[config.mk]
export PLATFORM = sky130hd
export DESIGN_NAME = ile_cell
export DESIGN_NICKNAME = d
export VERILOG_FILES = /design/src/design/ile_pkg.sv /design/src/design/ile_cell.sv
export SDC_FILE = /design/constraint.sdc
export NUM_CORES = 1
export LEC_CHECK = 0
export ABC_AREA = 0
export BUFFER_PORTS_ARGS = -buffer_cell sky130_fd_sc_hd__buf_2
export CAP_MARGIN = 10
export CORE_ASPECT_RATIO = 1.5
export CORE_MARGIN = 2
export CORE_UTILIZATION = 35
export CTS_BUF_LIST = sky130_fd_sc_hd__clkbuf_4 sky130_fd_sc_hd__clkbuf_8
export DETAILED_ROUTE_END_ITERATION = 8
export SYNTH_ARGS = -nofsm -noshare
export SYNTH_HDL_FRONTEND = slang
export SYNTH_SLANG_ARGS = --single-unit
[constraint.sdc]
create_clock -name clk_i -period 1.1 [get_ports clk_i]
set_clock_uncertainty 0.05 [all_clocks]
set_input_delay 0.22 -clock clk_i [delete_from_list [all_inputs] [get_ports clk_i]]
set_output_delay 0.22 -clock clk_i [all_outputs]
set_load 0.01 [all_outputs]
[src/design/ile_pkg.sv]
// shared types and codes for the indexed list engine
`default_nettype none

package ile_pkg;

  // field widths fixed by the command and result formats
  localparam int unsigned IDX_W = 9;
  localparam int unsigned VAL_W = 32;
  // position width inside the cell row, wide enough for the largest list (4096 entries)
  localparam int unsigned POS_W = 13;

  // command codes
  localparam logic [3:0] ACT_APPEND     = 4'd0;
  localparam logic [3:0] ACT_PREPEND    = 4'd1;
  localparam logic [3:0] ACT_DROP_FIRST = 4'd2;
  localparam logic [3:0] ACT_DROP_LAST  = 4'd3;
  localparam logic [3:0] ACT_GET        = 4'd4;
  localparam logic [3:0] ACT_SET        = 4'd5;
  localparam logic [3:0] ACT_INSERT     = 4'd6;
  localparam logic [3:0] ACT_DELETE     = 4'd7;
  localparam logic [3:0] ACT_REVERSE    = 4'd8;

  // status codes
  localparam logic [1:0] ST_DONE   = 2'd0;
  localparam logic [1:0] ST_REJECT = 2'd1;
  localparam logic [1:0] ST_FULL   = 2'd2;

  // operation carried by the token that walks the cell row
  typedef enum logic [2:0] {
    OP_NOP,
    OP_INS,
    OP_DEL,
    OP_SET,
    OP_GET
  } ile_op_e;

  // command transaction
  typedef struct packed {
    logic [3:0]              action;
    logic [IDX_W-1:0]        index;
    logic signed [VAL_W-1:0] value;
  } ile_in_t;

  // result transaction
  typedef struct packed {
    logic [1:0]              status;
    logic signed [VAL_W-1:0] read_value;
    logic [IDX_W-1:0]        entry_count;
    logic signed [VAL_W-1:0] head_value;
    logic signed [VAL_W-1:0] tail_value;
  } ile_out_t;

  // token handed from cell to cell
  typedef struct packed {
    logic             vld;
    ile_op_e          op;
    logic [POS_W-1:0] pos;       // physical cell the command targets
    logic [POS_W-1:0] last_pos;  // physical cell of the last entry after the command
    logic [VAL_W-1:0] carry;     // value to write, then the displaced value on insert
    logic [VAL_W-1:0] rd;        // value picked up by get
    logic [VAL_W-1:0] lo;        // final content of cell 0
    logic [VAL_W-1:0] hi;        // final content of the last occupied cell
  } ile_tok_t;

endpackage

`default_nettype wire

[src/design/ile_cell.sv]
// one storage cell of the list row with its token stage
`default_nettype none

module ile_cell import ile_pkg::*; (
  input  wire logic             clk_i,
  input  wire logic             rst_ni,
  input  wire logic [POS_W-1:0] pos_i,
  input  wire ile_tok_t         tok_i,
  input  wire logic [VAL_W-1:0] next_i,
  output ile_tok_t              tok_o,
  output logic [VAL_W-1:0]      data_o
);

  logic [VAL_W-1:0] data_q, data_d;
  ile_tok_t         tok_q, tok_d;
  logic             at_pos, past_pos, in_range;

  // local update as the token passes
  always_comb begin
    at_pos   = (pos_i == tok_i.pos);
    past_pos = (pos_i > tok_i.pos);
    in_range = (pos_i <= tok_i.last_pos);
    tok_d    = tok_i;
    data_d   = data_q;
    if (tok_i.vld) begin
      unique case (tok_i.op)
        OP_INS: begin
          // take the value from the left, hand the old one on
          if ((at_pos || past_pos) && in_range) begin
            data_d      = tok_i.carry;
            tok_d.carry = data_q;
          end
        end
        OP_DEL: begin
          // neighbour on the right has not been visited yet
          if ((at_pos || past_pos) && in_range) begin
            data_d = next_i;
          end
        end
        OP_SET: begin
          if (at_pos) begin
            data_d = tok_i.carry;
          end
        end
        OP_GET: begin
          if (at_pos) begin
            tok_d.rd = data_q;
          end
        end
        OP_NOP: begin
        end
        default: begin
        end
      endcase
    end
    // collect the ends of the list on the way past
    if (pos_i == '0) begin
      tok_d.lo = data_d;
    end
    if (pos_i == tok_i.last_pos) begin
      tok_d.hi = data_d;
    end
  end

  // entry storage
  always_ff @(posedge clk_i) begin
    data_q <= data_d;
  end

  // token stage towards the next cell
  always_ff @(posedge clk_i or negedge rst_ni) begin
    if (!rst_ni) begin
      tok_q <= '0;
    end else begin
      tok_q <= tok_d;
    end
  end

  assign tok_o  = tok_q;
  assign data_o = data_q;

endmodule

`default_nettype wire
==> impl_metrics.ini <==
[sta]
slew_headroom_pct = 66.6
final-hold-violation-count = 0
setup_viol = 350
max_freq_ghz = 0.503
fin_crit_ps = 1990
rsz0062_at_grt = yes
drv_slew = 0
tightest_slew_ps = 495
fin_crit_sh_pct = 181
worst_slack_ps = -887

[drt]
vias = 11300
finalWirelength_um = 45000
routedWlPerCell_um = 22.2
vias_per_cell = 5.57
drt_pass1_iterations = 7
initialDrtViolationCount = 616
ant_nets = 0
drc = 0

[logic_synthesis]
synth_nets = 1194
yosys.area.top_type = dfrtp_1
yosys-top-cells-count = dfrtp_1 (158), nand2_1 (120), nand3_1 (70), mux2_2 (64), o21ai_0 (43)
synthCells = 963
syn_avg_cell_area_um2 = 10.1
ys_seq_elements = 190
yosysSeqAreaShare_pct = 47.1
synthDistinctLibCells = 56
yosys_warnings = 0
netlist.area_leader.share_pct = 40.5
async_reset_ff_share_pct = 83.2
synth.most_common_cell = dfrtp_1
synth_edf_count = 0
synth_area_leaders = dfrtp_1 (40%), mux2_2 (7.4%), dfxtp_1 (6.6%)
ys.flop_type = dfrtp_1
synthesis.area_um2 = 9760

[grt]
gr-usage-met3_pct = 5.82
antenna_found_initial = 6
met2_usage_pct = 55.3
grt-ovfl-total = 0
grt_pass1_wl_um = 67300
use_met1_pct = 31.8
grt_pass1_vias = 12000
track_usage_pct = 30.1
grt_max_degree = 50
busiest_layer = met2

[placement]
gp_congestion = 0.920
dp_hpwl_um = 29800
portBuffers = 394

[power]
ir_worst_vdd_uv = 797
p_leak_nw = 8.19
p_per_area_nw_per_um2 = 1060
power_mw = 19.4

[critical_path]
critPathMaxFanout = 12
cp.required_ps = 1470
worst_setup_path_start_kind = input port
cp_data_arrival_time_ps = 2350
crit_type = input port to flop
r2r_slack_ps = -310
endpoint_kind = flop

[final_layout]
seq_area_um2 = 4590
utilization_pct = 66.8
fin_nets = 1895
multi_input_area_um2 = 6480
area_growth_syn_to_layout_pct = 86.7
layout-drive-gt1-share_pct = 57.4
nFillCells = 2061

[clocking]
cts.sinks = 190
tritoncts = yes
clockBufferDepth = 2
clock_latency_ps = 520
htree_levels = 4
cts_buffers = 17
cts_root_buf = clkbuf_8
cts.reportedPaths.clkPinSlew_ps = 110

[floorplan]
start_util_pct = 35.7
dieArea_um2 = 29300
die_w_um = 140
io_pins = 395
fp.dieH_um = 209
core_um2 = 27300
std_cell_rows = 74

[outcome]
outcome = finished with violations
violations = setup timing

[flow_run]
maxCapViolations = 0

[worst_hold_path]
hp-class = input port to flop
cell type report:
type | count | area share [%]
Multi-Input combinational cell | 651 | 35.5
Timing Repair Buffer | 762 | 33.4
Sequential cell | 190 | 25.2
Tap cell | 342 | 2.35
Clock buffer | 18 | 1.36
Inverter | 42 | 1.08
Clock inverter | 14 | 1.04
Antenna cell | 5 | 0.0686
cell families (layout without fill, tap and decap cells):
kind of cell	Yosys count	count (layout)	synth area share (%)
AO/OA/AOI/OAI	267	267	22.1
XOR/XNOR	1	1	0.0897
adder cells (fa/ha/maj)	26	26	3.33
buffers and inverters	122	836	5.47
flip-flops	190	190	47.1
multiplexers	64	64	7.38
other	0	5	0
AND/OR/NAND/NOR	293	293	14.6
through the flow:
stage / hold slack, ps / worst slack (ps) / TNS (ps) / area (um2) / cells
global placement: 19.1 / -1530 / -218570 / 14500 / 1800
global route: 17.0 / -946 / -179370 / 18200 / 2023
CTS: -9.07 / -819 / -158050 / 17900 / 2011
detailed placement: 20.2 / -1570 / -224670 / 14500 / 1800
floorplan: -126 / -1010 / -150430 / 10900 / 963
finish: 24.4 / -887 / -161040 / 18200 / 2024
path summary, 6_finish.rpt:
kind	start	endpoint	cells past startpoint
worst max-delay path	pos_i[4]	tok_o[50]	13
worst min-delay path	next_i[17]	data_o[17]	4
worst max register to register	data_o[7]	tok_o[39]	5
worst min register to register	data_o[9]	tok_o[105]	2
max in group asynchronous	rst_ni	tok_o[48]	3
min in group asynchronous	rst_ni	tok_o[45]	2
report_power, final:
group	leakage [nW]	internal (mW)	total, mW	switching [mW]
Sequential	2.11	7.50	7.74	0.240
Clock	0.219	2.54	5.31	2.77
Combinational	5.87	3.04	6.32	3.27
critical path, cell delays in order:
cell and delay [ps]:
buf_6 110, ha_4 260, nand4_1 180, buf_4 200, nor4_4 150, buf_4 180, buf_8 140, a211oi_4 70
buf_12 150, buf_12 130, o211ai_1 190, nor3_2 100, o31ai_1 260
routing by layer:
| layer | up-vias | wire (um) |
|---|---|---|
| met1 | 5551 | 16100 |
| met2 | 520 | 24000 |
| met3 | 148 | 2510 |
| li1 | 5060 | - |
| met5 | - | 9 |
| met4 | 2 | 2260 |
registers in the layout, summed over array words and instances, names as in the netlist:
signal and count:
tok_o 158, data_o 32
what timing repair did:
item | 4_1_cts | 5_1_grt
hold buffers | 142 | 0
cloned | 12 | 0
pin swaps | 126 | 74
setup buffers | 27 | 12
hold endpoints to repair | 304 | 0
endpoints found under the setup margin | 350 | 350
gates resized for setup | 207 | 54
cell usage in the layout, fill, tap and decap left out, drive strengths merged, types with 27 or more instances in the layout:
| cell | count |
|---|---|
| buf | 620 |
| dlygate4sd3 | 142 |
| inv | 44 |
| dfxtp | 32 |
| nor3 | 34 |
| o211ai | 32 |
| a21oi | 27 |
| o21ai | 53 |
| nand2 | 120 |
| nand3 | 71 |
| dfrtp | 158 |
| mux2 | 64 |
(Power assumes the default switching activity.)
